$ cat config.mk
export PLATFORM = sky130hd
export DESIGN_NAME = dh_modexp_pair_flat
export DESIGN_NICKNAME = d
export VERILOG_FILES = /design/src/sv/dhm_pkg.sv /design/src/sv/dhm_in_if.sv /design/src/sv/dhm_out_if.sv /design/src/sv/dh_modexp_pair.sv /design/src/sv/dhm_mulmod.sv /design/src/flat_wrapper.sv
export SDC_FILE = /design/constraint.sdc
export NUM_CORES = 1
export LEC_CHECK = 0
export ABC_AREA = 1
export BUFFER_PORTS_ARGS = -buffer_cell sky130_fd_sc_hd__clkbuf_2
export CAP_MARGIN = 5
export CORE_MARGIN = 2
export CORE_UTILIZATION = 45
export CTS_BUF_LIST = sky130_fd_sc_hd__clkbuf_4 sky130_fd_sc_hd__clkbuf_8
export DETAILED_ROUTE_END_ITERATION = 8
export GPL_TIMING_DRIVEN = 0
export HOLD_SLACK_MARGIN = 0.12
export PLACE_DENSITY = 0.69
export SLEW_MARGIN = 15
export SYNTH_ARGS = -nofsm -noshare
export SYNTH_HDL_FRONTEND = slang
export SYNTH_SLANG_ARGS = --single-unit
$ cat constraint.sdc
create_clock -name clk -period 9.8 [get_ports clk]
set_input_delay 0.98 -clock clk [delete_from_list [all_inputs] [get_ports clk]]
set_output_delay 0.98 -clock clk [all_outputs]
set_load 0.03 [all_outputs]
$ cat src/sv/dhm_pkg.sv
// Shared constants and types of the Diffie-Hellman modular exponentiation block.
package dhm_pkg;

    localparam int VALUE_WIDTH = 16;
    localparam int EXP_WIDTH   = 16;

    localparam logic [VALUE_WIDTH-1:0] MODULUS_RESET = VALUE_WIDTH'(9999);

    // Counter widths for the multiplier steps and the exponent bits.
    localparam int MUL_CNT_W = $clog2(VALUE_WIDTH + 1);
    localparam int EXP_CNT_W = $clog2(EXP_WIDTH);

    typedef logic [VALUE_WIDTH-1:0] value_t;
    typedef logic [EXP_WIDTH-1:0]   expo_t;

    // Command to the shared modular multiplier.
    typedef struct packed {
        logic   start;
        value_t mcand;
        value_t mplier;
    } mm_cmd_t;

    // Status returned by the shared modular multiplier.
    typedef struct packed {
        logic   done;
        value_t product;
    } mm_sts_t;

endpackage

$ cat src/sv/dhm_in_if.sv
// Input channel carrying the bases and the private exponent.
interface dhm_in_if;
    import dhm_pkg::*;

    logic   valid;
    logic   ready;
    value_t generator;
    value_t peer_public;
    expo_t  private_exponent;

    modport source (output valid, output generator, output peer_public,
                    output private_exponent, input ready);
    modport sink (input valid, input generator, input peer_public,
                  input private_exponent, output ready);
endinterface

$ cat src/sv/dhm_out_if.sv
// Output channel carrying the own public value and the shared key.
interface dhm_out_if;
    import dhm_pkg::*;

    logic   valid;
    logic   ready;
    value_t own_public;
    value_t shared_key;

    modport source (output valid, output own_public, output shared_key, input ready);
    modport sink (input valid, input own_public, input shared_key, output ready);
endinterface

$ cat src/sv/dh_modexp_pair.sv
// Top level of the Diffie-Hellman modular exponentiation block.
//
// The block computes one key exchange step per input beat. An input beat on
// the operands channel carries a generator, the peer's public value and a
// private exponent. One output beat on the results channel returns
// generator^exponent and peer_public^exponent, both reduced by the modulus.
// The user must write the modulus through cfg_we/cfg_wdata only while the
// block is idle; the block itself does not enforce this.
//
// Both exponentiations run square-and-multiply, LSB first, on one shared
// bit-serial modular multiplier. An item takes two base reductions plus, for
// each of the EXP_WIDTH exponent bits, a dispatch state, two squarings and
// two multiplies per set bit. A zero exponent or a modulus below two skips
// the multiplier and goes straight to the finish state. The operands channel
// is ready only while the sequencer is idle, one item at a time.
//
// Results sit in an output register, so a new item is accepted while the
// previous result still waits; a finished item holds until that register is
// free. Reset clears the sequencer and output valid and loads the modulus
// with its default of 9999.
module dh_modexp_pair (
    input  logic            clk,
    input  logic            rst_n,
    input  logic            cfg_we,
    input  dhm_pkg::value_t cfg_wdata,
    dhm_in_if.sink          operands,
    dhm_out_if.source       results
);
    import dhm_pkg::*;

    // Sequencer states.
    localparam logic [3:0] S_IDLE   = 4'd0;
    localparam logic [3:0] S_RED_G  = 4'd1;
    localparam logic [3:0] S_RED_A  = 4'd2;
    localparam logic [3:0] S_BIT    = 4'd3;
    localparam logic [3:0] S_ACC_G  = 4'd4;
    localparam logic [3:0] S_SQ_G   = 4'd5;
    localparam logic [3:0] S_ACC_A  = 4'd6;
    localparam logic [3:0] S_SQ_A   = 4'd7;
    localparam logic [3:0] S_FINISH = 4'd8;

    logic [3:0]           state_reg, state_next;
    logic [EXP_CNT_W-1:0] bit_reg, bit_next;
    logic                 start_reg, start_next;
    logic                 out_valid_reg, out_valid_next;
    value_t               modulus_reg;

    value_t mcand_reg, mcand_next;
    value_t mplier_reg, mplier_next;
    value_t sq_g_reg, sq_g_next;
    value_t sq_a_reg, sq_a_next;
    value_t acc_g_reg, acc_g_next;
    value_t acc_a_reg, acc_a_next;
    expo_t  exp_reg, exp_next;
    value_t own_reg, own_next;
    value_t key_reg, key_next;

    mm_cmd_t mm_cmd;
    mm_sts_t mm_sts;

    logic in_fire;
    logic out_free;

    assign in_fire  = operands.valid && operands.ready;
    assign out_free = !out_valid_reg || results.ready;

    always_ff @(posedge clk or negedge rst_n)
    begin
        if (!rst_n)
        begin
            modulus_reg <= MODULUS_RESET;
        end
        else if (cfg_we)
        begin
            modulus_reg <= cfg_wdata;
        end
    end

    assign mm_cmd.start  = start_reg;
    assign mm_cmd.mcand  = mcand_reg;
    assign mm_cmd.mplier = mplier_reg;

    dhm_mulmod u_mulmod (
        .clk     (clk),
        .rst_n   (rst_n),
        .cmd     (mm_cmd),
        .modulus (modulus_reg),
        .sts     (mm_sts)
    );

    always_comb
    begin
        state_next     = state_reg;
        bit_next       = bit_reg;
        start_next     = 1'b0;
        out_valid_next = out_valid_reg;
        mcand_next     = mcand_reg;
        mplier_next    = mplier_reg;
        sq_g_next      = sq_g_reg;
        sq_a_next      = sq_a_reg;
        acc_g_next     = acc_g_reg;
        acc_a_next     = acc_a_reg;
        exp_next       = exp_reg;
        own_next       = own_reg;
        key_next       = key_reg;

        if (out_valid_reg && results.ready)
        begin
            out_valid_next = 1'b0;
        end

        case (state_reg)
            S_IDLE:
            begin
                if (in_fire)
                begin
                    sq_g_next = operands.generator;
                    sq_a_next = operands.peer_public;
                    exp_next  = operands.private_exponent;
                    bit_next  = EXP_CNT_W'(EXP_WIDTH - 1);
                    if (operands.private_exponent == '0)
                    begin
                        // Any base to the power zero gives one.
                        acc_g_next = VALUE_WIDTH'(1);
                        acc_a_next = VALUE_WIDTH'(1);
                        state_next = S_FINISH;
                    end
                    else if (modulus_reg < VALUE_WIDTH'(2))
                    begin
                        // Degenerate modulus: every reduction gives zero.
                        acc_g_next = '0;
                        acc_a_next = '0;
                        state_next = S_FINISH;
                    end
                    else
                    begin
                        // Reduce the generator by multiplying it by one.
                        mcand_next  = VALUE_WIDTH'(1);
                        mplier_next = operands.generator;
                        start_next  = 1'b1;
                        state_next  = S_RED_G;
                    end
                end
            end
            S_RED_G:
            begin
                if (mm_sts.done)
                begin
                    sq_g_next   = mm_sts.product;
                    mcand_next  = VALUE_WIDTH'(1);
                    mplier_next = sq_a_reg;
                    start_next  = 1'b1;
                    state_next  = S_RED_A;
                end
            end
            S_RED_A:
            begin
                if (mm_sts.done)
                begin
                    sq_a_next  = mm_sts.product;
                    acc_g_next = VALUE_WIDTH'(1);
                    acc_a_next = VALUE_WIDTH'(1);
                    state_next = S_BIT;
                end
            end
            S_BIT:
            begin
                start_next = 1'b1;
                if (exp_reg[0])
                begin
                    mcand_next  = acc_g_reg;
                    mplier_next = sq_g_reg;
                    state_next  = S_ACC_G;
                end
                else
                begin
                    mcand_next  = sq_g_reg;
                    mplier_next = sq_g_reg;
                    state_next  = S_SQ_G;
                end
            end
            S_ACC_G:
            begin
                if (mm_sts.done)
                begin
                    acc_g_next  = mm_sts.product;
                    mcand_next  = sq_g_reg;
                    mplier_next = sq_g_reg;
                    start_next  = 1'b1;
                    state_next  = S_SQ_G;
                end
            end
            S_SQ_G:
            begin
                if (mm_sts.done)
                begin
                    sq_g_next  = mm_sts.product;
                    start_next = 1'b1;
                    if (exp_reg[0])
                    begin
                        mcand_next  = acc_a_reg;
                        mplier_next = sq_a_reg;
                        state_next  = S_ACC_A;
                    end
                    else
                    begin
                        mcand_next  = sq_a_reg;
                        mplier_next = sq_a_reg;
                        state_next  = S_SQ_A;
                    end
                end
            end
            S_ACC_A:
            begin
                if (mm_sts.done)
                begin
                    acc_a_next  = mm_sts.product;
                    mcand_next  = sq_a_reg;
                    mplier_next = sq_a_reg;
                    start_next  = 1'b1;
                    state_next  = S_SQ_A;
                end
            end
            S_SQ_A:
            begin
                if (mm_sts.done)
                begin
                    sq_a_next = mm_sts.product;
                    exp_next  = {1'b0, exp_reg[EXP_WIDTH-1:1]};
                    bit_next  = bit_reg - EXP_CNT_W'(1);
                    if (bit_reg == '0)
                    begin
                        state_next = S_FINISH;
                    end
                    else
                    begin
                        state_next = S_BIT;
                    end
                end
            end
            S_FINISH:
            begin
                // Hand the pair to the output register once it is free.
                if (out_free)
                begin
                    own_next       = acc_g_reg;
                    key_next       = acc_a_reg;
                    out_valid_next = 1'b1;
                    state_next     = S_IDLE;
                end
            end
            default:
            begin
                state_next = S_IDLE;
            end
        endcase
    end

    always_ff @(posedge clk or negedge rst_n)
    begin
        if (!rst_n)
        begin
            state_reg     <= S_IDLE;
            bit_reg       <= '0;
            start_reg     <= 1'b0;
            out_valid_reg <= 1'b0;
        end
        else
        begin
            state_reg     <= state_next;
            bit_reg       <= bit_next;
            start_reg     <= start_next;
            out_valid_reg <= out_valid_next;
        end
    end

    always_ff @(posedge clk)
    begin
        mcand_reg  <= mcand_next;
        mplier_reg <= mplier_next;
        sq_g_reg   <= sq_g_next;
        sq_a_reg   <= sq_a_next;
        acc_g_reg  <= acc_g_next;
        acc_a_reg  <= acc_a_next;
        exp_reg    <= exp_next;
        own_reg    <= own_next;
        key_reg    <= key_next;
    end

    assign operands.ready     = (state_reg == S_IDLE);
    assign results.valid      = out_valid_reg;
    assign results.own_public = own_reg;
    assign results.shared_key = key_reg;

endmodule

$ cat src/sv/dhm_mulmod.sv
// Bit-serial interleaved modular multiplier, one multiplier bit per cycle.
module dhm_mulmod (
    input  logic             clk,
    input  logic             rst_n,
    input  dhm_pkg::mm_cmd_t cmd,
    input  dhm_pkg::value_t  modulus,
    output dhm_pkg::mm_sts_t sts
);
    import dhm_pkg::*;

    logic                 busy_reg;
    logic                 done_reg;
    logic [MUL_CNT_W-1:0] cnt_reg;
    value_t               r_reg;
    value_t               mcand_reg;
    value_t               mplier_reg;

    logic [VALUE_WIDTH:0] m_ext;
    logic [VALUE_WIDTH:0] dbl;
    logic [VALUE_WIDTH:0] red1;
    logic [VALUE_WIDTH:0] addend;
    logic [VALUE_WIDTH:0] sum;
    logic [VALUE_WIDTH:0] red2;
    value_t               r_next;

    // The partial result stays below the modulus, so each step needs at most
    // one subtraction after the doubling and one after the add.
    always_comb
    begin
        m_ext  = {1'b0, modulus};
        dbl    = {r_reg, 1'b0};
        red1   = (dbl >= m_ext) ? (dbl - m_ext) : dbl;
        addend = mplier_reg[VALUE_WIDTH-1] ? {1'b0, mcand_reg} : '0;
        sum    = red1 + addend;
        red2   = (sum >= m_ext) ? (sum - m_ext) : sum;
        r_next = red2[VALUE_WIDTH-1:0];
    end

    always_ff @(posedge clk or negedge rst_n)
    begin
        if (!rst_n)
        begin
            busy_reg <= 1'b0;
            done_reg <= 1'b0;
            cnt_reg  <= '0;
        end
        else if (cmd.start)
        begin
            busy_reg <= 1'b1;
            done_reg <= 1'b0;
            cnt_reg  <= MUL_CNT_W'(VALUE_WIDTH);
        end
        else if (busy_reg)
        begin
            cnt_reg <= cnt_reg - MUL_CNT_W'(1);
            if (cnt_reg == MUL_CNT_W'(1))
            begin
                busy_reg <= 1'b0;
                done_reg <= 1'b1;
            end
        end
        else
        begin
            done_reg <= 1'b0;
        end
    end

    always_ff @(posedge clk)
    begin
        if (cmd.start)
        begin
            r_reg      <= '0;
            mcand_reg  <= cmd.mcand;
            mplier_reg <= cmd.mplier;
        end
        else if (busy_reg)
        begin
            r_reg      <= r_next;
            mplier_reg <= {mplier_reg[VALUE_WIDTH-2:0], 1'b0};
        end
    end

    assign sts.done    = done_reg;
    assign sts.product = r_reg;

endmodule
$ cat src/flat_wrapper.sv
// flat-port wrapper written by rule: the top's interface ports become plain ports
module dh_modexp_pair_flat import dhm_pkg::*;
  (clk, rst_n, cfg_we, cfg_wdata, operands_valid, operands_generator, operands_peer_public, operands_private_exponent, operands_ready, results_valid, results_own_public, results_shared_key, results_ready);
  dhm_in_if operands_i ();
  dhm_out_if results_i ();
  input  logic clk;
  input  logic rst_n;
  input  logic cfg_we;
  input  dhm_pkg::value_t cfg_wdata;
  input wire logic [$bits(operands_i.valid)-1:0] operands_valid;
  input wire logic [$bits(operands_i.generator)-1:0] operands_generator;
  input wire logic [$bits(operands_i.peer_public)-1:0] operands_peer_public;
  input wire logic [$bits(operands_i.private_exponent)-1:0] operands_private_exponent;
  output wire logic [$bits(operands_i.ready)-1:0] operands_ready;
  output wire logic [$bits(results_i.valid)-1:0] results_valid;
  output wire logic [$bits(results_i.own_public)-1:0] results_own_public;
  output wire logic [$bits(results_i.shared_key)-1:0] results_shared_key;
  input wire logic [$bits(results_i.ready)-1:0] results_ready;
  assign operands_i.valid = operands_valid;
  assign operands_i.generator = operands_generator;
  assign operands_i.peer_public = operands_peer_public;
  assign operands_i.private_exponent = operands_private_exponent;
  assign operands_ready = operands_i.ready;
  assign results_valid = results_i.valid;
  assign results_own_public = results_i.own_public;
  assign results_shared_key = results_i.shared_key;
  assign results_i.ready = results_ready;
  dh_modexp_pair u_core (.clk(clk), .rst_n(rst_n), .cfg_we(cfg_we), .cfg_wdata(cfg_wdata), .operands(operands_i), .results(results_i));
endmodule
==> results_dict.tcl <==
set metrics [dict create \
    overflow 0 \
    fin_skew_ns 0.0247 \
    synth-edff-count 176 \
    numCtsBuffers 39 \
    ys_types 46 \
    drv_cap 0 \
    slowest_stage "dfstp_2" \
    regArea_sq_um 6440 \
    slew_violations 0 \
    fin_ws_ns 3.58 \
    cts_buffer_depth 3 \
    ctsResizeCount 0 \
    syn-num-nets 1500 \
    syn_avg_cell_area_sq_um 8.88 \
    grt_pass1_wl_um 50700 \
    regToRegEndpoint "u_core.u_mulmod.r_reg[3]" \
    crit_fanout 10 \
    final.fill_count 2477 \
    critPathMaxStageDelay_ns 0.52 \
    worstMarginPinSlew_ns 0.938 \
    grt_max_degree 34 \
    viasPerCell 5.39 \
    h-tree-depth 2 \
    cp_common_cell "inv_1" \
    endpoint_kind "register" \
    relSlewSlack 0.375 \
    synth_top_cell_area_share 0.432 \
    drtIter0Drc 1146 \
    worstSkewPairLatency_ns 0.56 \
    die-area_sq_um 28500 \
    setup_viol 0 \
    dpl_worst_slack_ns 3.68 \
    critPathKind "reg -> reg" \
    synthTopCellsByArea "edfxtp_1 (43%), nand2_1 (13%), ha_1 (5.3%)" \
    crit_required_ns 10.24 \
    synth_common_cells "nand2_1 (412), edfxtp_1 (176), inv_1 (172)" \
    grt_use_total 0.228 \
    syn_area_sq_um 12200 \
    cts_setup_buffers 0 \
    clock-sinks 225 \
    cp-startpoint "u_core.modulus_reg[1]" \
    period_minus_slack_ns 6.22 \
    fin_nets 1647 \
    ant_nets 0 \
    port-buffer-count 102 \
    wl_per_cell_um 17.1 \
    crit_end "u_core.u_mulmod.r_reg[3]" \
    clk_pin_slew_ns 0.06 \
    status "completed" \
    hold_path.class "reg -> reg" \
    die_w_um 169 \
    grt_pass1_vias 9700 \
    r2r-start "u_core.modulus_reg[1]" \
    rsz0062_at_grt "no" \
    synth_ff_type "edfxtp_1" \
    arrival_ns 6.66 \
    finalSetupTns_ns 0 \
    rr_worst_depth 35 \
    root_buffer "clkbuf_8" \
    dr.pass1.iters 5 \
    pin_count 103 \
    holdWs_ns 0.413 \
    yosys_warnings 0 \
    ff2ff_setup_slack_ns 3.58 \
    ctsHoldBuffers 0 \
    drc 0 \
    async_flop_share 0.147 \
    ys_seq_area_frac 0.527 \
    start_util 0.456 \
    startpoint_type "register" \
    multiInputGateArea_sq_um 4950 \
    hold_violations 0 \
    coreArea_sq_um 26800 \
    rows 60 \
    drt_wl_total_um 32400 \
    layout-drive-gt1-share 0.147 \
    antenna_cells 0 \
    synth_top_area_cell "edfxtp_1" \
    place_hpwl_um 24800 \
    area_growth_pct 14.8 \
    synth-seq-cells 225 \
    post-route-period-util 0.634 \
    tritoncts "built" \
    max_freq_ghz 0.161 \
    die_y_um 169 \
    yosysMostFrequentCell "nand2_1" \
    gp_congestion 0.879 \
    vias 10200 \
    antenna_found_initial 0 \
    synthCells 1376 \
]
-- worst max-delay path, delay by kind of cell, from the launching register on --
kind | cells | cell delay [ns]
buffers and inverters | 9 | 1.29
adders and majority gates | 5 | 1.43
DFF | 1 | 0.52
AOI/OAI and AO/OA | 2 | 0.41
xor gates and xnor gates | 1 | 0.26
and+or+nand+nor | 18 | 2.20
-- area by class of cell --
class,count,area share
Buffer,38,0.0122
Clock buffer,63,0.0524
Clock inverter,8,0.00419
Inverter,181,0.0484
Multi-Input combinational cell,932,0.353
Sequential cell,225,0.459
Tap cell,341,0.0304
Timing Repair Buffer,106,0.0402
-- how the worst min path moves through the flow --
stage,startpoint,endpoint,slack (ns),depth (start not counted)
6_report,u_core.mcand_reg[6],u_core.u_mulmod.mcand_reg[6],0.41,0
5_1_grt,u_core.mcand_reg[6],u_core.u_mulmod.mcand_reg[6],0.42,0
4_1_cts,u_core.mcand_reg[13],u_core.u_mulmod.mcand_reg[13],0.42,0
3_5_place_dp,u_core.mcand_reg[4],u_core.u_mulmod.mcand_reg[4],0.41,0
3_3_place_gp,u_core.mcand_reg[0],u_core.u_mulmod.mcand_reg[0],0.40,0
2_1_floorplan,u_core.mcand_reg[0],u_core.u_mulmod.mcand_reg[0],0.40,0
-- layout by cell type (no fill, tap or decap), drive strengths merged, types with 8 or more instances in the layout --
cell / netlist / final
o211ai: 33 / 33
dfxtp: 16 / 16
edfxtp: 176 / 176
xnor2: 9 / 9
a21oi: 60 / 60
buf: 11 / 15
ha: 52 / 52
nor4: 8 / 8
dfrtp: 25 / 25
clkbuf: 27 / 192
xor2: 25 / 25
nor3: 8 / 8
o21ai: 76 / 76
nand2: 418 / 418
a32o: 16 / 16
dfstp: 8 / 8
nand3: 63 / 63
nand4: 22 / 22
nor2: 108 / 108
inv: 180 / 183
-- layer usage --
| layer | vias up | global-route usage | routed length (um) |
|---|---|---|---|
| met5 | - | 0 | 0 |
| met4 | 0 | 0.0765 | 986 |
| met3 | 75 | 0.0358 | 2410 |
| met2 | 399 | 0.364 | 14900 |
| met1 | 4799 | 0.319 | 14000 |
| li1 | 4929 | - | - |
-- logic make-up after synthesis --
logic type      Yosys count  share of synthesized area
compound gates          209                      0.104
fa+ha+maj                55                     0.0581
simple gates            634                      0.217
flops                   225                      0.527
xor+xnor                 34                     0.0244
buf+inv                 219                     0.0696
-- through the flow --
step,std cells,area (sq um),util
floorplan,1376,12200,-
global placement,1819,13200,0.491
detailed placement,1823,13200,0.494
CTS,1894,14000,0.523
global route,1894,14000,0.523
finish,1894,14000,0.523
Power is left out: the tool's default activity adds up to more than one toggle a clock period on the data nets, which glitch-free logic cannot reach.
